File: src/rtl/pbr_pkg.sv
// Shared constants and types for the polyline rasterizer.
// No dependencies; every other file refers to this package by scoped name.
`timescale 1ns / 1ps
`default_nettype none

package pbr_pkg;

   // Grid geometry; coordinate width is fixed by the vertex and pixel fields.
   localparam int unsigned GRID_SIZE = 64;
   localparam int unsigned COORD_W = 6;
   localparam logic [COORD_W-1:0] COORD_MAX = COORD_W'(GRID_SIZE - 1);

   // Decision value spans [-2*major, 2*major), step count spans [1, GRID_SIZE].
   localparam int unsigned ERR_W = COORD_W + 3;
   localparam int unsigned STEP_W = COORD_W + 1;

   // Segment queue between the front and the back.
   localparam int unsigned QUEUE_DEPTH = 2;
   localparam int unsigned QPTR_W = $clog2(QUEUE_DEPTH);
   localparam int unsigned QCNT_W = $clog2(QUEUE_DEPTH + 1);

   // One line segment, set up and ready to walk.
   typedef struct packed {
      logic [COORD_W-1:0] start_x;
      logic [COORD_W-1:0] start_y;
      logic               neg_x;   // x steps toward smaller columns
      logic               neg_y;   // y steps toward smaller rows
      logic               steep;   // y is the major axis
      logic [COORD_W-1:0] major;
      logic [COORD_W-1:0] minor;
   } seg_type;

endpackage

`default_nettype wire

File: src/rtl/pbr_if.sv
// Valid/ready channel interfaces for vertex words and pixel words.
// Depends on pbr_pkg for the coordinate width.
`timescale 1ns / 1ps
`default_nettype none

interface pbr_vertex_if;
   logic                        valid;
   logic                        ready;
   logic [pbr_pkg::COORD_W-1:0] vertex_x;
   logic [pbr_pkg::COORD_W-1:0] vertex_y;
   logic                        start_new_path;

   modport source (output valid, output vertex_x, output vertex_y,
                   output start_new_path, input ready);
   modport sink (input valid, input vertex_x, input vertex_y,
                 input start_new_path, output ready);
endinterface

interface pbr_pixel_if;
   logic                        valid;
   logic                        ready;
   logic [pbr_pkg::COORD_W-1:0] pixel_x;
   logic [pbr_pkg::COORD_W-1:0] pixel_y;
   logic                        last_pixel;

   modport source (output valid, output pixel_x, output pixel_y,
                   output last_pixel, input ready);
   modport sink (input valid, input pixel_x, input pixel_y,
                 input last_pixel, output ready);
endinterface

`default_nettype wire

File: src/rtl/pbr_front.sv
// Front: takes vertex words, keeps the stored vertex and sets up segments.
// Depends on pbr_pkg and pbr_vertex_if.
`timescale 1ns / 1ps
`default_nettype none

module pbr_front (
   input  wire logic          clock,
   input  wire logic          reset,
   pbr_vertex_if.sink         req,
   output pbr_pkg::seg_type   seg_data,
   output logic               seg_push,
   input  wire logic          seg_room
);

   logic [pbr_pkg::COORD_W-1:0] stored_x_ff, stored_x_in;
   logic [pbr_pkg::COORD_W-1:0] stored_y_ff, stored_y_in;
   logic                        have_stored_ff, have_stored_in;

   logic [pbr_pkg::COORD_W-1:0] vx, vy;
   logic [pbr_pkg::COORD_W-1:0] adx, ady;
   logic                        neg_x, neg_y, steep;
   logic                        accept, draw;

   // Saturate coordinates beyond the grid
   assign vx = (req.vertex_x > pbr_pkg::COORD_MAX) ? pbr_pkg::COORD_MAX : req.vertex_x;
   assign vy = (req.vertex_y > pbr_pkg::COORD_MAX) ? pbr_pkg::COORD_MAX : req.vertex_y;

   // Take a word whenever the queue has room
   assign req.ready = seg_room;
   assign accept    = req.valid && seg_room;
   assign draw      = have_stored_ff && !req.start_new_path;

   // Set up the segment from the stored vertex to the new one
   always_comb begin
      neg_x = vx < stored_x_ff;
      neg_y = vy < stored_y_ff;
      adx   = neg_x ? (stored_x_ff - vx) : (vx - stored_x_ff);
      ady   = neg_y ? (stored_y_ff - vy) : (vy - stored_y_ff);
      steep = ady > adx;
   end

   always_comb begin
      seg_data.start_x = stored_x_ff;
      seg_data.start_y = stored_y_ff;
      seg_data.neg_x   = neg_x;
      seg_data.neg_y   = neg_y;
      seg_data.steep   = steep;
      seg_data.major   = steep ? ady : adx;
      seg_data.minor   = steep ? adx : ady;
   end

   assign seg_push = accept && draw;

   // Every accepted vertex becomes the stored vertex
   always_comb begin
      stored_x_in    = stored_x_ff;
      stored_y_in    = stored_y_ff;
      have_stored_in = have_stored_ff;
      if (accept) begin
         stored_x_in    = vx;
         stored_y_in    = vy;
         have_stored_in = 1'b1;
      end
   end

   always_ff @(posedge clock) begin
      if (reset) begin
         stored_x_ff    <= '0;
         stored_y_ff    <= '0;
         have_stored_ff <= 1'b0;
      end else begin
         stored_x_ff    <= stored_x_in;
         stored_y_ff    <= stored_y_in;
         have_stored_ff <= have_stored_in;
      end
   end

endmodule

`default_nettype wire

File: src/rtl/pbr_seg_queue.sv
// Short register queue of set-up segments between front and back.
// Depends on pbr_pkg.
`timescale 1ns / 1ps
`default_nettype none

module pbr_seg_queue (
   input  wire logic              clock,
   input  wire logic              reset,
   input  wire logic              push,
   input  wire pbr_pkg::seg_type  push_data,
   output logic                   room,
   input  wire logic              pop,
   output pbr_pkg::seg_type       pop_data,
   output logic                   filled
);

   pbr_pkg::seg_type entry_ff [pbr_pkg::QUEUE_DEPTH];
   logic [pbr_pkg::QPTR_W-1:0] wr_ptr_ff, wr_ptr_in;
   logic [pbr_pkg::QPTR_W-1:0] rd_ptr_ff, rd_ptr_in;
   logic [pbr_pkg::QCNT_W-1:0] count_ff, count_in;
   logic                        do_push, do_pop;

   assign room     = count_ff != pbr_pkg::QCNT_W'(pbr_pkg::QUEUE_DEPTH);
   assign filled   = count_ff != '0;
   assign pop_data = entry_ff[rd_ptr_ff];
   assign do_push  = push && room;
   assign do_pop   = pop && filled;

   // Advance pointers, wrapping at the depth
   always_comb begin
      wr_ptr_in = wr_ptr_ff;
      rd_ptr_in = rd_ptr_ff;
      count_in  = count_ff;
      if (do_push) begin
         wr_ptr_in = (wr_ptr_ff == pbr_pkg::QPTR_W'(pbr_pkg::QUEUE_DEPTH - 1))
                     ? '0 : wr_ptr_ff + 1'b1;
      end
      if (do_pop) begin
         rd_ptr_in = (rd_ptr_ff == pbr_pkg::QPTR_W'(pbr_pkg::QUEUE_DEPTH - 1))
                     ? '0 : rd_ptr_ff + 1'b1;
      end
      if (do_push && !do_pop) begin
         count_in = count_ff + 1'b1;
      end else if (do_pop && !do_push) begin
         count_in = count_ff - 1'b1;
      end
   end

   always_ff @(posedge clock) begin
      if (reset) begin
         wr_ptr_ff <= '0;
         rd_ptr_ff <= '0;
         count_ff  <= '0;
      end else begin
         wr_ptr_ff <= wr_ptr_in;
         rd_ptr_ff <= rd_ptr_in;
         count_ff  <= count_in;
      end
   end

   // Hold payload entries; no reset needed
   always_ff @(posedge clock) begin
      if (do_push) begin
         entry_ff[wr_ptr_ff] <= push_data;
      end
   end

endmodule

`default_nettype wire

File: src/rtl/pbr_back.sv
// Back: Bresenham segment walk, one pixel word a cycle unless stalled.
// Depends on pbr_pkg and pbr_pixel_if.
`timescale 1ns / 1ps
`default_nettype none

module pbr_back (
   input  wire logic              clock,
   input  wire logic              reset,
   input  wire pbr_pkg::seg_type  seg_data,
   input  wire logic              seg_filled,
   output logic                   seg_pop,
   pbr_pixel_if.source            rsp
);

   typedef enum logic {
      ST_IDLE,
      ST_WALK
   } state_type;

   localparam int unsigned CW = pbr_pkg::COORD_W;
   localparam int unsigned EW = pbr_pkg::ERR_W;
   localparam int unsigned SW = pbr_pkg::STEP_W;

   state_type        state_ff;
   logic [CW-1:0]    walk_x_ff, walk_y_ff;
   logic [EW-1:0]    err_ff;
   logic [SW-1:0]    steps_ff;
   logic             steep_ff, neg_x_ff, neg_y_ff;
   logic [EW-1:0]    two_major_ff, two_minor_ff;
   logic             rsp_valid_ff;
   logic [CW-1:0]    pixel_x_ff, pixel_y_ff;
   logic             last_ff;

   logic             emit, last_step, err_ge;
   logic             move_x, move_y;
   logic [CW-1:0]    walk_x_in, walk_y_in;
   logic [EW-1:0]    err_in;
   logic [EW-1:0]    init_err;
   logic [EW-1:0]    seg_two_minor;

   assign rsp.valid      = rsp_valid_ff;
   assign rsp.pixel_x    = pixel_x_ff;
   assign rsp.pixel_y    = pixel_y_ff;
   assign rsp.last_pixel = last_ff;

   // Load a segment only from idle
   assign seg_pop = (state_ff == ST_IDLE) && seg_filled;

   // Emit when the output register is free or being drained
   assign emit      = (state_ff == ST_WALK) && (!rsp_valid_ff || rsp.ready);
   assign last_step = steps_ff == SW'(1);

   // Bresenham step: minor axis moves on a non-negative decision value
   always_comb begin
      err_ge    = !err_ff[EW-1];
      move_x    = steep_ff ? err_ge : 1'b1;
      move_y    = steep_ff ? 1'b1 : err_ge;
      walk_x_in = walk_x_ff;
      walk_y_in = walk_y_ff;
      if (move_x) begin
         walk_x_in = neg_x_ff ? (walk_x_ff - 1'b1) : (walk_x_ff + 1'b1);
      end
      if (move_y) begin
         walk_y_in = neg_y_ff ? (walk_y_ff - 1'b1) : (walk_y_ff + 1'b1);
      end
      err_in = (err_ge ? (err_ff - two_major_ff) : err_ff) + two_minor_ff;
   end

   // Initial decision value 2*minor - major
   assign seg_two_minor = {2'b00, seg_data.minor, 1'b0};
   assign init_err      = seg_two_minor - {3'b000, seg_data.major};

   always_ff @(posedge clock) begin
      if (reset) begin
         state_ff     <= ST_IDLE;
         rsp_valid_ff <= 1'b0;
      end else begin
         unique case (state_ff)
            ST_IDLE: begin
               if (rsp.ready) begin
                  rsp_valid_ff <= 1'b0;
               end
               if (seg_filled) begin
                  state_ff <= ST_WALK;
               end
            end
            ST_WALK: begin
               if (emit) begin
                  rsp_valid_ff <= 1'b1;
                  if (last_step) begin
                     state_ff <= ST_IDLE;
                  end
               end
            end
            default: begin
               state_ff <= ST_IDLE;
            end
         endcase
      end
   end

   // Hold walk registers and the output word
   always_ff @(posedge clock) begin
      if (seg_pop) begin
         walk_x_ff    <= seg_data.start_x;
         walk_y_ff    <= seg_data.start_y;
         err_ff       <= init_err;
         steps_ff     <= {1'b0, seg_data.major} + 1'b1;
         steep_ff     <= seg_data.steep;
         neg_x_ff     <= seg_data.neg_x;
         neg_y_ff     <= seg_data.neg_y;
         two_major_ff <= {2'b00, seg_data.major, 1'b0};
         two_minor_ff <= seg_two_minor;
      end else if (emit) begin
         walk_x_ff <= walk_x_in;
         walk_y_ff <= walk_y_in;
         err_ff    <= err_in;
         steps_ff  <= steps_ff - 1'b1;
      end
      if (emit) begin
         pixel_x_ff <= walk_x_ff;
         pixel_y_ff <= walk_y_ff;
         last_ff    <= last_step;
      end
   end

endmodule

`default_nettype wire

File: src/rtl/polyline_bresenham_rasterizer.sv
// Polyline rasterizer: vertex words in, one pixel word per plotted grid cell out,
// the end pixel of each segment marked. A vertex that starts a new path, or that
// arrives with no vertex stored, is stored and draws nothing; any other vertex
// draws the line from the stored vertex to itself. The back walks one pixel per
// cycle while the output is not stalled: a segment whose longer axis spans m
// steps gives m+1 pixel words after a queue load. The front takes a
// vertex word each cycle while the two-entry segment queue has room.
// Coordinates above the grid edge are saturated to the last row or column.
`timescale 1ns / 1ps
`default_nettype none

module polyline_bresenham_rasterizer (
   input  wire logic    clock,
   input  wire logic    reset,
   pbr_vertex_if.sink   req_vertex,
   pbr_pixel_if.source  rsp_pixel
);

   pbr_pkg::seg_type push_data, pop_data;
   logic             push, room, pop, filled;

   // Accept and classify vertices
   pbr_front u_front (
      .clock    (clock),
      .reset    (reset),
      .req      (req_vertex),
      .seg_data (push_data),
      .seg_push (push),
      .seg_room (room)
   );

   // Decouple setup from the walk
   pbr_seg_queue u_queue (
      .clock     (clock),
      .reset     (reset),
      .push      (push),
      .push_data (push_data),
      .room      (room),
      .pop       (pop),
      .pop_data  (pop_data),
      .filled    (filled)
   );

   // Walk segments into pixel words
   pbr_back u_back (
      .clock      (clock),
      .reset      (reset),
      .seg_data   (pop_data),
      .seg_filled (filled),
      .seg_pop    (pop),
      .rsp        (rsp_pixel)
   );

endmodule

`default_nettype wire

File: src/flat_wrapper.sv
// flat-port wrapper written by rule: the top's interface ports become plain ports
module polyline_bresenham_rasterizer_flat 
  (clock, reset, req_vertex_valid, req_vertex_vertex_x, req_vertex_vertex_y, req_vertex_start_new_path, req_vertex_ready, rsp_pixel_valid, rsp_pixel_pixel_x, rsp_pixel_pixel_y, rsp_pixel_last_pixel, rsp_pixel_ready);
  pbr_vertex_if req_vertex_i ();
  pbr_pixel_if rsp_pixel_i ();
  input  wire logic clock;
  input  wire logic reset;
  input wire logic [$bits(req_vertex_i.valid)-1:0] req_vertex_valid;
  input wire logic [$bits(req_vertex_i.vertex_x)-1:0] req_vertex_vertex_x;
  input wire logic [$bits(req_vertex_i.vertex_y)-1:0] req_vertex_vertex_y;
  input wire logic [$bits(req_vertex_i.start_new_path)-1:0] req_vertex_start_new_path;
  output wire logic [$bits(req_vertex_i.ready)-1:0] req_vertex_ready;
  output wire logic [$bits(rsp_pixel_i.valid)-1:0] rsp_pixel_valid;
  output wire logic [$bits(rsp_pixel_i.pixel_x)-1:0] rsp_pixel_pixel_x;
  output wire logic [$bits(rsp_pixel_i.pixel_y)-1:0] rsp_pixel_pixel_y;
  output wire logic [$bits(rsp_pixel_i.last_pixel)-1:0] rsp_pixel_last_pixel;
  input wire logic [$bits(rsp_pixel_i.ready)-1:0] rsp_pixel_ready;
  assign req_vertex_i.valid = req_vertex_valid;
  assign req_vertex_i.vertex_x = req_vertex_vertex_x;
  assign req_vertex_i.vertex_y = req_vertex_vertex_y;
  assign req_vertex_i.start_new_path = req_vertex_start_new_path;
  assign req_vertex_ready = req_vertex_i.ready;
  assign rsp_pixel_valid = rsp_pixel_i.valid;
  assign rsp_pixel_pixel_x = rsp_pixel_i.pixel_x;
  assign rsp_pixel_pixel_y = rsp_pixel_i.pixel_y;
  assign rsp_pixel_last_pixel = rsp_pixel_i.last_pixel;
  assign rsp_pixel_i.ready = rsp_pixel_ready;
  polyline_bresenham_rasterizer u_core (.clock(clock), .reset(reset), .req_vertex(req_vertex_i), .rsp_pixel(rsp_pixel_i));
endmodule
File: config.mk
export PLATFORM = sky130hd
export DESIGN_NAME = polyline_bresenham_rasterizer_flat
export DESIGN_NICKNAME = d
export VERILOG_FILES = /design/src/rtl/pbr_pkg.sv /design/src/rtl/pbr_if.sv /design/src/rtl/pbr_front.sv /design/src/rtl/pbr_seg_queue.sv /design/src/rtl/pbr_back.sv /design/src/rtl/polyline_bresenham_rasterizer.sv /design/src/flat_wrapper.sv
export SDC_FILE = /design/constraint.sdc
export NUM_CORES = 1
export LEC_CHECK = 0
export BUFFER_PORTS_ARGS = -buffer_cell sky130_fd_sc_hd__buf_4
export CORE_UTILIZATION = 45
export DETAILED_ROUTE_END_ITERATION = 10
export GPL_TIMING_DRIVEN = 0
export SLEW_MARGIN = 25
export SYNTH_ARGS = -nofsm -noshare
export SYNTH_HDL_FRONTEND = slang
export SYNTH_SLANG_ARGS = --single-unit
File: constraint.sdc
create_clock -name clock -period 3.9 [get_ports clock]
set_input_delay 0.78 -clock clock [delete_from_list [all_inputs] [get_ports clock]]
set_output_delay 0.78 -clock clock [all_outputs]
set_load 0.005 [all_outputs]
After elaboration in Yosys (flattened, before gate mapping)
Memory sizes are Yosys's and may differ from the RTL's. A register that Yosys moved wholly into a read port is not among the register bits.
Cells that the tools add are included.
Storage, ports and cells
  output and inout bits: 15
  input port bits: 17
  bits in writable memories: 54
  memories: 1
  register bits: 75
Memories
  u_core.u_queue.entry_ff: depth 2, width 27, read ports 1, clocked after Yosys merged registers in 1, wr ports 1, line pbr_seg_queue.sv:17  | pbr_pkg::seg_type entry_ff [pbr_pkg::QUEUE_DEPTH];
Cells by class
  order comparisons: 5
  bitwise gates (word level): 1
  reduce and logical (&&, ||, !) cells: 23
  equality and inequality tests: 4
  add/subtract/negate cells: 17
  muxes and demuxes: 36
Operators with widths (count)
  $mux 6: 14
  $mux 9: 3
  $sub 6x6->6: 4
  $mux 7: 2
  $mux 1: 13
  $add 6x1->6 const B: 2
  $gt 6x6->1 const B: 2
  $lt 6x6->1: 2
  $sub 6x1->6 const B: 2
  $reduce_bool 2->1: 5
  $add 9x7->9: 1
  $logic_and 1x1->1: 9
  $sub 9x7->9: 1
  $sub 7x6->8: 1
  $add 6x1->7 const B: 1
  $eq 7x1->1 const B: 1
  $sub 7x1->7 const B: 1
  $gt 6x6->1: 1
  $reduce_and 2->1: 3
  $logic_not 1->1: 5
  $mux 2: 2
  $ne 2x2->1 const B: 2
  $pmux 1 s2: 2
  $add 1x1->1 const B: 2
  5 further kinds: 5

Longest topological paths before layout
Gate-level depths: netlist of run 1.
  word-level depth: 8
  depth in mapped cells: 17
  mapped depth without buffers: 16

Hierarchy
Synthesis of run 1 repeated with hierarchy kept, for this count alone.
Second synthesis, totals
  cells, all modules: 634
  area total of the unflattened synthesis: 7249.5 um^2
Modules (own cells, without submodules)
  pbr_back: instances 1, area each 3409.5 um^2, cells each 314
  pbr_seg_queue: instances 1, area each 2168.3 um^2, cells each 108
  pbr_front: instances 1, area each 1671.6 um^2, cells each 212

Worst setup path after synthesis of run 1
No wires, ideal clock.
  kind: input to register
  start: input port req_vertex_vertex_y[0]
  end: memory u_core.u_queue.entry_ff[0][7] (netlist name), data pin
  setup slack: 0.026 ns
  data arrival time: 3.603 ns
  required time: 3.628 ns
  path buffers: 1
  stages: 16
  setup time: 0.272 ns
  cells stage by stage: nor2b_1 > inv_1 > fa_1 > nand3_1 > nand2_1 > a31oi_4 > mux2i_1 > xor2_1 > inv_1 > ha_1 > nand3_1 > a21oi_1 > a211oi_1 > nor2_2 > buf_2 > o21ai_0
RTL lines
  from (decl): line flat_wrapper.sv:10  | input wire logic [$bits(req_vertex_i.vertex_y)-1:0] req_vertex_vertex_y;
  to (decl): line pbr_seg_queue.sv:17

==> metrics.csv, run 1 <==
stage,metric,value,unit
status,outcome,"finished, final reports clean",
final_layout,Final Net Count,745,
logic_synthesis,synth unique cells,52,
cts,clk sinks,129,
global_routing,gr ovfl total,0,
cts,CTS root buf,clkbuf_16,
power,Worst VDD drop,0.4196,mV
floorplan,die area,0.01627,sq mm
power,clock share of power,0.205,
logic_synthesis,synthesized flop and latch total,129,
logic_synthesis,"EDFF count, synth",109,
logic_synthesis,ranking of synthesized cells by area,"edfxtp_1, ha_1, dfxtp_1, mux2i_1, a21oi_1",
global_routing,vias in the first global route,4444,
routing,post-route antenna net violation count,0,
logic_synthesis,sequential share of the synthesized area,0.5180,
routing,total number of vias,4562,
logic_synthesis,post-synth top area cell,edfxtp_1,
power,reported net switching power,0.002856,W
routing,WL/cell,15.86,um
cts,Clock Tree Buf Depth,2,
logic_synthesis,syn avg cell area,11.63,sq um
critical_path,critical-path maximum fanout,11,
logic_synthesis,Synth top area share,0.4615,
final_layout,layout cell share with drive strength beyond 1,0.1563,
place,GPL Wtd Cong,0.8428,
timing,worst setup margin,0.1760,ns
timing,fmax,0.2685,GHz
critical_path,CP startpoint kind,input pin,
power,register share of total power,0.323,
timing,worst-margin pin slew,0.9902,ns
critical_path,R2R depth,18,
timing,final period utilization,0.9549,
timing,Fin Clk Skew,0.009562,ns
critical_path,crit end category,flip-flop,
timing,Tmin final,3.724,ns
power,pwr dens,912.2,mW/mm^2
final_layout,ANT cells,0,
routing,First DRT Iteration DRCs,262,
critical_path,FF-to-FF setup slack,0.23,ns
global_routing,largest net degree at the start of global routing,28,
routing,drt pass-1 iters,4,
floorplan,Initial Utilization,0.4631,
critical_path,WS Path Type,input pin to flip-flop,
critical_path,crit-path most repeated cell,a21oi_1,
cts,Worst-Skew Late Latency,0.41,ns
power,Gate power share,0.472,
critical_path,"slowest stage cell, crit path",fa_1,
floorplan,Chip Height,127.5,um
critical_path,worst stage delay on the critical path,0.39,ns
hold_path,HP Start,u_core.u_back.walk_y_ff[2],
routing,DRC Markers,0,
timing,setup_tns,0,ns
timing,Final Slew Violations,0,
cts,Worst-path clk slew,0.06,ns
floorplan,die extent in x,127.5,um
place,post-DP HPWL,10.67,mm
cts,Num CTS Buffers,17,
final_layout,Synth-to-Final Area Change,16.37,%
timing,Final Hold Viols,0,
floorplan,Core ar.,0.01531,sq mm
final_layout,final core utilization,0.5389,
hold_path,Hold Crit Class,flip-flop to flip-flop,
floorplan,Ports,32,
critical_path,reg-to-reg startpoint,u_core.u_front.stored_y_ff[0],
timing,Worst slew margin,0.3329,
global_routing,GRT Util Overall,0.1855,
logic_synthesis,Mapped Area,0.007092,sq mm
global_routing,initial antenna violation count,0,
cts,Hold Buf Count CTS,0,
routing,via/cell ratio,5.132,
logic_synthesis,Synthesis Warnings,0,
cts,TritonCTS clock tree,built,
power,Leak,3.288,nW
logic_synthesis,most frequent cell after synthesis,edfxtp_1,
power,switch share,0.3794,
hold_path,hold path depth,0,
place,PortBufs,30,
power,Internal,0.004672,W
critical_path,reg2reg end,u_core.u_queue.entry_ff[0][6],
place,Setup WS pre-CTS,-0.6491,ns
critical_path,Critical Path RT,4.03,ns
global_routing,first-pass GRT wire length,22.53,mm
timing,Final setup viols,0,
critical_path,WP data arrival,3.86,ns
logic_synthesis,"top cells by count, synth","edfxtp_1, inv_1, ha_1",
timing,RSZ-0062 raised after global routing,no,
logic_synthesis,"Async S/R FF share, synth",0,
logic_synthesis,net count after synthesis,690,
cts,H-tree lvl count,4,
flow_run,max-capacitance violation count,0,
routing,drt total wl,14.10,mm
logic_synthesis,Main synth FF type,edfxtp_1,
floorplan,row cnt,45,
hold_path,Worst Hold Endpoint,u_core.u_back.rsp.pixel_y[2],
logic_synthesis,Syn Inst Count,610,
critical_path,crit-path cells,"buf_4, nor2b_2, inv_1, fa_1, nand3_1, nand2_1, a31oi_4, buf_4, mux2i_1, xnor2_2, inv_1, ha_1, a21oi_1, a21oi_1, a211oi_2, nor2_2, clkbuf_4, nor2_1, a21oi_1",
[per-layer routing]
metal | vias to the layer above | wire, um | share of wire | track usage
met1 | 2202 | 6564 | 0.47 | 0.2353
met5 | - | 0 | 0 | 0
met4 | 0 | 101 | 0.0072 | 0.06933
met2 | 58 | 7017 | 0.50 | 0.3124
met3 | 6 | 419 | 0.030 | 0.03853
li1 | 2296 | - | - | -
[kinds of logic after synthesis]
family                   synth area share
AO/OA/AOI/OAI                      0.1209
XOR/XNOR                          0.05169
adder cells (fa/ha/maj)            0.1207
buffers and inverters             0.04164
flip-flops                         0.5180
multiplexers                      0.06316
AND/OR/NAND/NOR                   0.08398
[flip-flops by register name, indices dropped and copies added (netlist names), named ones only]
register and cells:
u_core.u_queue.entry_ff 54, u_core.u_back.err_ff 8, u_core.u_back.steps_ff 7, u_core.u_back.rsp.pixel_x 6
u_core.u_back.rsp.pixel_y 6, u_core.u_back.two_major_ff 6, u_core.u_back.two_minor_ff 6, u_core.u_back.walk_x_ff 6
u_core.u_back.walk_y_ff 6, u_core.u_front.stored_x_ff 6, u_core.u_front.stored_y_ff 6, u_core.u_queue.count_ff 2
u_core.u_back.neg_x_ff 1, u_core.u_back.neg_y_ff 1, u_core.u_back.rsp.last_pixel 1, u_core.u_back.rsp.valid 1
u_core.u_back.state_ff 1, u_core.u_back.steep_ff 1, u_core.u_front.have_stored_ff 1, u_core.u_queue.rd_ptr_ff 1
u_core.u_queue.wr_ptr_ff 1
[critical path, delay by kind of cell]
kind	cells	cell delay, ns
muxes	1	0.26
adders and majority gates	2	0.72
buffers and inverters	5	0.62
AOI/OAI and AO/OA	5	0.75
and+or+nand+nor	5	0.53
xor gates and xnor gates	1	0.19
[cell type report]
| class | instances | area [sq um] |
|---|---|---|
| buffer | 17 | 85.08 |
| tap | 211 | 264.0 |
| clock inverter | 14 | 153.9 |
| clock buffer | 18 | 429.2 |
| sequential | 129 | 3675 |
| fill | 1332 | 7062 |
| inverter | 57 | 214.0 |
| multi-input combinational | 407 | 3154 |
| timing repair buffer | 36 | 277.8 |
[worst max path at each step]
stage,endpoint,slack (ns),start
2_1_floorplan,u_core.u_queue.entry_ff[0][7],0.03,req_vertex_vertex_y[0]
3_3_place_gp,u_core.u_queue.entry_ff[0][1],-0.62,req_vertex_vertex_y[0]
3_5_place_dp,u_core.u_queue.entry_ff[0][1],-0.65,req_vertex_vertex_y[0]
4_1_cts,u_core.u_queue.entry_ff[1][7],0.007,u_core.u_front.stored_y_ff[0]
5_1_grt,u_core.u_queue.entry_ff[1][6],0.006,req_vertex_vertex_y[0]
6_report,u_core.u_queue.entry_ff[0][6],0.18,req_vertex_vertex_y[0]
[placed cells by master, fill, tap and decap left out, drive strengths merged, types with 3 or more instances in the layout]
master,netlist,routed
nand2b,6,6
nand3,8,8
inv,56,60
ha,54,54
nand2,49,49
xor2,15,15
clkinvlp,0,3
a21o,15,15
a211oi,13,13
o31ai,3,3
nor2b,16,16
nor4,3,3
fa,9,9
clkbuf,9,28
o21ai,35,35
buf,8,43
o21bai,4,4
nor2,26,26
and2,4,4
mux2,11,11
a21oi,50,50
nor3,5,5
clkinv,1,6
dfxtp,20,20
edfxtp,109,109
o21a,6,6
xnor2,26,26
mux2i,32,32
[timing repair]
action | in CTS | in global routing
resized for setup | 1 | 7
buffers inserted | 2 | 3
pin swaps | 1 | 2
setup endpoints to repair | 13 | 26
[power by group through the flow]
stage / logic, W / clock network [W] / registers, W
6_report: 0.00355 / 0.00154 / 0.00243
5_1_grt: 0.00399 / 0.00164 / 0.00248
4_1_cts: 0.00354 / 0.00157 / 0.00244
3_5_place_dp: 0.00347 / 0 / 0.00246
3_3_place_gp: 0.00335 / 0 / 0.00245
2_1_floorplan: 0.00265 / 0 / 0.00239
[per-stage QoR]
step	instance area, sq um	std cells	hold WS, ns	power (W)
6_report	8253	889	0.4631	0.007529
5_1_grt	8253	889	0.4795	0.008104
4_1_cts	8212	886	0.4613	0.007544
3_5_place_dp	7606	852	0.4476	0.005930
3_3_place_gp	7581	851	0.4446	0.005793
2_1_floorplan	7092	610	0.4300	0.005034
(Power assumes the default switching activity.)
==> run 2: changes to the inputs <==
--- a/config.mk
+++ b/config.mk
@@ -6,9 +6,10 @@
 export NUM_CORES = 1
 export LEC_CHECK = 0
 export BUFFER_PORTS_ARGS = -buffer_cell sky130_fd_sc_hd__buf_4
-export CORE_UTILIZATION = 45
+export CORE_UTILIZATION = 30
 export DETAILED_ROUTE_END_ITERATION = 10
 export GPL_TIMING_DRIVEN = 0
+export PLACE_DENSITY = 0.53
 export SLEW_MARGIN = 25
 export SYNTH_ARGS = -nofsm -noshare
 export SYNTH_HDL_FRONTEND = slang
==> metrics.csv, run 2 (synthesis gave the netlist of run 1 again) <==
stage,metric,value,unit,change
global_routing,initial antenna violation count,0,,unchanged
final_layout,Final Net Count,745,,unchanged
routing,drt total wl,15.00,mm,+6.4%
power,Worst VDD drop,0.3675,mV,-12%
final_layout,most frequent cells in the layout,"edfxtp_1, inv_1, ha_1, a21oi_1, nand2_1",,
timing,Final Hold Viols,0,,unchanged
hold_path,Hold Crit Class,flip-flop to flip-flop,,
critical_path,crit end category,flip-flop,,
timing,Tmin final,3.701,ns,-0.02336 ns
final_layout,final core utilization,0.3690,,-0.1699
global_routing,GRT Util Overall,0.1334,,-0.05206
critical_path,WP data arrival,3.92,ns,+0.06 ns
status,outcome,"finished, final reports clean",,
cts,Num CTS Buffers,17,,unchanged
floorplan,die area,0.02426,sq mm,+49%
final_layout,"commonest non-fill, non-tap cell in the layout",edfxtp_1,,
final_layout,largest register by flop count,u_core.u_queue.entry_ff,,
critical_path,CP startpoint kind,input pin,,
floorplan,Ports,32,,unchanged
critical_path,critical-path maximum fanout,11,,unchanged
timing,fmax,0.2702,GHz,+0.63%
global_routing,gr ovfl total,0,,unchanged
place,PortBufs,30,,unchanged
routing,post-route antenna net violation count,0,,unchanged
flow_run,max-capacitance violation count,0,,unchanged
critical_path,Critical Path RT,4.12,ns,+0.09 ns
floorplan,Core ar.,0.02292,sq mm,+50%
critical_path,beginning of the critical path,req_vertex_vertex_y[0],,
cts,Clock Tree Buf Depth,2,,unchanged
timing,final period utilization,0.9489,,-0.005989
cts,TritonCTS clock tree,built,,
routing,First DRT Iteration DRCs,281,,+7.3%
floorplan,Initial Utilization,0.3095,,-0.1536
global_routing,largest net degree at the start of global routing,28,,unchanged
final_layout,layout cell share with drive strength beyond 1,0.1490,,-0.007375
final_layout,fillcell total,2205,,+66%
cts,CTS root buf,clkbuf_16,,
critical_path,reg-to-reg startpoint,u_core.u_front.stored_y_ff[0],,
power,"Power, Total",0.007733,W,+2.7%
routing,WL/cell,15.14,um,-4.6%
final_layout,register area,0.003674,sq mm,about the same
hold_path,HP Start,u_core.u_back.walk_y_ff[3],,
power,pwr dens,914.5,mW/mm^2,+0.25%
floorplan,Chip Height,155.8,um,+22%
place,GPL Wtd Cong,0.8438,,+0.12%
final_layout,ANT cells,0,,unchanged
timing,worst-margin pin slew,0.9722,ns,-0.01807 ns
global_routing,vias in the first global route,4718,,+6.2%
routing,drt pass-1 iters,6,,+2
timing,Final Slew Violations,0,,unchanged
final_layout,Largest register FFs,54,,unchanged
critical_path,WS Path Type,input pin to flip-flop,,
routing,via/cell ratio,4.614,,-10%
timing,Fin Clk Skew,0.005456,ns,-0.004106 ns
timing,Worst slew margin,0.3450,,+0.01218
floorplan,row cnt,55,,+22%
global_routing,first-pass GRT wire length,24.58,mm,+9.1%
cts,clk sinks,129,,unchanged
cts,Worst-path clk slew,0.06,ns,about the same
place,post-DP HPWL,11.23,mm,+5.2%
cts,Hold Buf Count CTS,0,,unchanged
place,Setup WS pre-CTS,-0.7484,ns,-0.09927 ns
final_layout,biggest regs,"u_core.u_queue.entry_ff x54, u_core.u_back.err_ff x8, u_core.u_back.steps_ff x7",,
power,Leak,3.320,nW,+0.98%
timing,Final setup viols,0,,unchanged
final_layout,Synth-to-Final Area Change,19.23,%,
final_layout,area of the multi-input gates,0.003154,sq mm,unchanged
routing,total number of vias,4572,,+0.22%
floorplan,die extent in x,155.8,um,+22%
timing,setup_tns,0,ns,unchanged
cts,H-tree lvl count,4,,unchanged
routing,DRC Markers,0,,unchanged
timing,worst setup margin,0.1994,ns,+0.02336 ns
cts,Worst-Skew Late Latency,0.42,ns,about the same
==> run 2: metrics by stage <==
step                      instance area (sq um)  cells  hold WS, ns
final                                      8456    991       0.4619
after global routing                       8456    991       0.4762
after CTS                                  8401    987       0.4732
after detailed placement                   7746    954       0.4576
after global placement                     7709    953       0.4456
after floorplan                            7092    610       0.4300
==> run 2: path summary, 6_finish.rpt <==
kind,end,slack (ns),depth (start not counted)
setup reg to reg,u_core.u_queue.entry_ff[0][6],0.23,15
hold reg to reg,u_core.u_back.rsp.pixel_y[3],0.46,0
setup / recovery,u_core.u_queue.entry_ff[0][6],0.20,16
hold / removal,u_core.u_back.rsp.pixel_y[3],0.46,0
==> run 2: what timing repair did <==
action                                  CTS  global route
gates resized for setup                   0             7
pin swaps                                 1             1
setup buffers                             1             4
endpoints found under the setup margin   12            26
==> run 2: routing by layer <==
layer	up-vias	GRT usage	wire [um]
met2	76	0.2257	7125
met4	0	0.05229	193
met3	16	0.03083	469
met1	2192	0.1643	7215
met5	-	0	0
li1	2288	-	-
==> run 2: layout make-up <==
type	instances	share of cell area
buffer	17	0.01006
clock buffer	23	0.05534
clock inverter	9	0.02116
inverter	57	0.02530
multi-input combinational	407	0.3730
sequential	129	0.4344
tap	313	0.04632
timing repair buffer	36	0.03433
==> run 2: worst max-delay path, cell delays in order <==
cell	delay (ns)
buf_4	0.13
nor2b_4	0.12
inv_1	0.06
fa_1	0.38
nand3_1	0.09
nand2_1	0.10
a31oi_4	0.29
mux2i_1	0.25
xor2_1	0.33
inv_1	0.08
ha_1	0.29
a21o_1	0.18
a211oi_1	0.27
nor2_2	0.07
clkbuf_4	0.20
a21oi_1	0.29
==> run 2: power breakdown <==
group          total, W  internal [W]  switching, W  leakage [nW]
sequential      0.00243       0.00221      0.000218          1.18
clock           0.00174       0.00117      0.000572         0.308
combinational   0.00356       0.00151       0.00205          1.84
total           0.00773       0.00489       0.00284          3.32
==> run 3: changes to the inputs <==
--- a/config.mk
+++ b/config.mk
@@ -9,7 +9,7 @@
 export CORE_UTILIZATION = 30
 export DETAILED_ROUTE_END_ITERATION = 10
 export GPL_TIMING_DRIVEN = 0
-export PLACE_DENSITY = 0.53
+export PLACE_DENSITY_LB_ADDON = 0.12
 export SLEW_MARGIN = 25
 export SYNTH_ARGS = -nofsm -noshare
 export SYNTH_HDL_FRONTEND = slang
==> metrics.csv, run 3 (synthesis gave the netlist of run 1 again) <==
stage,metric,value,unit,change
floorplan,die extent in x,155.8,um,unchanged
timing,Tmin final,3.733,ns,+0.03268 ns
routing,WL/cell,15.70,um,+3.7%
final_layout,Synth-to-Final Area Change,18.03,%,
cts,Clock Tree Buf Depth,2,,unchanged
power,pwr dens,899.6,mW/mm^2,-1.6%
critical_path,critical-path maximum fanout,6,,-5
timing,Fin Clk Skew,0.009833,ns,+0.004377 ns
final_layout,"commonest non-fill, non-tap cell in the layout",edfxtp_1,,
place,GPL Wtd Cong,0.8077,,-4.3%
critical_path,CP startpoint kind,input pin,,
timing,Worst slew margin,0.4341,,+0.08907
global_routing,first-pass GRT wire length,25.09,mm,+2.1%
cts,clk sinks,129,,unchanged
floorplan,row cnt,55,,unchanged
routing,Metal-1 WL,7.778,mm,+7.8%
cts,CTS root buf,clkbuf_16,,
power,clock share of power,0.205,,-0.020
critical_path,reg2reg end,u_core.u_queue.entry_ff[0][9],,
critical_path,Buf/Inv on CP,5,,+1
routing,post-route antenna net violation count,0,,unchanged
global_routing,initial antenna violation count,0,,unchanged
cts,Num CTS Buffers,17,,unchanged
place,PortBufs,30,,unchanged
timing,Final Hold Viols,0,,unchanged
final_layout,Final Net Count,743,,-0.27%
final_layout,layout cell share with drive strength beyond 1,0.1568,,+0.007837
power,Internal,0.004656,W,-4.8%
timing,final period utilization,0.9573,,+0.008379
floorplan,Core ar.,0.02292,sq mm,unchanged
critical_path,crit end category,flip-flop,,
final_layout,Largest register FFs,54,,unchanged
critical_path,WS Path Type,input pin to flip-flop,,
final_layout,largest register by flop count,u_core.u_queue.entry_ff,,
timing,final hold slack,0.4726,ns,+0.01072 ns
hold_path,HP Start,u_core.u_back.walk_x_ff[2],,
power,Worst VDD drop,0.3114,mV,-15%
routing,drt total wl,15.52,mm,+3.5%
critical_path,crit-path most repeated cell,buf_4,,
routing,DRC Markers,0,,unchanged
critical_path,R2R depth,17,,+2
final_layout,biggest regs,"u_core.u_queue.entry_ff x54, u_core.u_back.err_ff x8, u_core.u_back.steps_ff x7",,
power,reported net switching power,0.002874,W,+1.1%
critical_path,WP data arrival,3.94,ns,+0.02 ns
hold_path,Worst Hold Endpoint,u_core.u_back.rsp.pixel_x[2],,
critical_path,largest delay contributor family on the critical path,adder cells,,
power,register share of total power,0.324,,+0.009
hold_path,hold path depth,0,,unchanged
final_layout,most frequent cells in the layout,"edfxtp_1, inv_1, ha_1, a21oi_1, nand2_1",,
critical_path,crit-path cells,"buf_4, nor2b_2, inv_1, fa_1, nand3_1, nand2_1, a31oi_4, buf_4, mux2i_1, xnor2_1, inv_1, ha_1, nand3_1, a21oi_1, a211oi_2, nor2_2, buf_4, mux2i_1",,
cts,H-tree lvl count,4,,unchanged
floorplan,Chip Height,155.8,um,unchanged
cts,Worst-path clk slew,0.06,ns,about the same
power,switch share,0.3816,,+0.01400
critical_path,reg-to-reg startpoint,u_core.u_front.stored_y_ff[0],,
timing,RSZ-0062 raised after global routing,yes,,
critical_path,"slowest stage cell, crit path",fa_1,,
flow_run,max-capacitance violation count,0,,unchanged
cts,TritonCTS clock tree,built,,
routing,WL met3,593,um,+26%
global_routing,vias in the first global route,4612,,-2.2%
floorplan,die area,0.02426,sq mm,unchanged
status,outcome,"finished, final reports clean",,
timing,Final Slew Violations,0,,unchanged
floorplan,Ports,32,,unchanged
floorplan,Initial Utilization,0.3095,,unchanged
global_routing,GRT Util Overall,0.1378,,+0.004402
critical_path,Critical Path RT,4.11,ns,about the same
routing,total number of vias,4572,,unchanged
routing,First DRT Iteration DRCs,190,,-32%
routing,Highest Signal Layer,met4,,
place,post-DP HPWL,11.66,mm,+3.9%
cts,Hold Buf Count CTS,0,,unchanged
timing,fmax,0.2679,GHz,-0.88%
power,Leak,3.275,nW,-1.4%
hold_path,Hold Crit Class,flip-flop to flip-flop,,
timing,Final setup viols,0,,unchanged
critical_path,FF-to-FF setup slack,0.23,ns,about the same
timing,worst-margin pin slew,0.8400,ns,-0.1322 ns
global_routing,largest net degree at the start of global routing,28,,unchanged
power,Gate power share,0.471,,+0.010
final_layout,ANT cells,0,,unchanged
global_routing,gr ovfl total,0,,unchanged
final_layout,final core utilization,0.3653,,-0.003713
critical_path,worst stage delay on the critical path,0.40,ns,+0.02 ns
routing,via/cell ratio,4.623,,+0.20%
cts,Worst-Skew Late Latency,0.42,ns,about the same
routing,wire length on met2,7.009,mm,-1.6%
routing,drt pass-1 iters,4,,-2
-- run 3: power groups by stage --
stage          logic (W)  registers [W]  clock network, W
2_1_floorplan    0.00265        0.00239                 0
3_3_place_gp     0.00342        0.00247                 0
3_5_place_dp     0.00350        0.00247                 0
4_1_cts          0.00355        0.00244           0.00158
5_1_grt          0.00402        0.00249           0.00165
6_report         0.00355        0.00244           0.00155
-- run 3: stage by stage --
step / setup slack, ns / std cells / power, W / area (sq um) / setup TNS (ns)
final: 0.1667 / 989 / 0.007530 / 8371 / 0
after global routing: -0.02527 / 989 / 0.008153 / 8371 / -0.09463
after CTS: 0.03696 / 987 / 0.007570 / 8324 / 0
after detailed placement: -0.7380 / 954 / 0.005964 / 7746 / -14.28
after global placement: -0.7202 / 953 / 0.005889 / 7709 / -13.38
after floorplan: 0.02584 / 610 / 0.005034 / 7092 / 0
-- run 3: per-layer routing --
metal,GRT usage,vias up
li1,-,2293
met1,0.1915,2183
met2,0.2127,87
met3,0.03472,9
met4,0.03688,0
met5,0,-
-- run 3: worst max path at each step --
stage | slack (ns) | depth (start not counted) | from | endpoint
floorplan | 0.03 | 16 | req_vertex_vertex_y[0] | u_core.u_queue.entry_ff[0][7]
global placement | -0.72 | 17 | req_vertex_vertex_y[0] | u_core.u_queue.entry_ff[1][2]
detailed placement | -0.74 | 17 | req_vertex_vertex_y[0] | u_core.u_queue.entry_ff[0][7]
CTS | 0.04 | 16 | u_core.u_front.stored_y_ff[0] | u_core.u_queue.entry_ff[1][2]
global route | -0.03 | 19 | req_vertex_vertex_y[0] | u_core.u_queue.entry_ff[0][1]
finish | 0.17 | 18 | req_vertex_vertex_y[0] | u_core.u_queue.entry_ff[0][9]
-- run 3: repair_timing --
item | CTS | global route
setup endpoints to repair | 16 | 26
gates resized for setup | 1 | 9
buffers inserted | 1 | 2
pin swaps | 2 | 1
-- run 3: final cells by class --
cell class	instances	area [sq um]
sequential	129	3676
tap	313	391.6
inverter	57	214.0
buffer	17	85.08
fill	2239	14550
timing repair buffer	34	275.3
clock inverter	14	141.4
clock buffer	18	429.2
multi-input combinational	407	3158
-- run 3: worst reg2reg max path: cells and delay by family, from the launching register on --
kind	cells	cell delay (ns)
AOI/OAI and AO/OA	3	0.52
xor gates and xnor gates	1	0.21
adders and majority gates	2	0.69
buffers and inverters	4	0.53
DFF	1	0.38
muxes	2	0.53
and+or+nand+nor	5	0.61
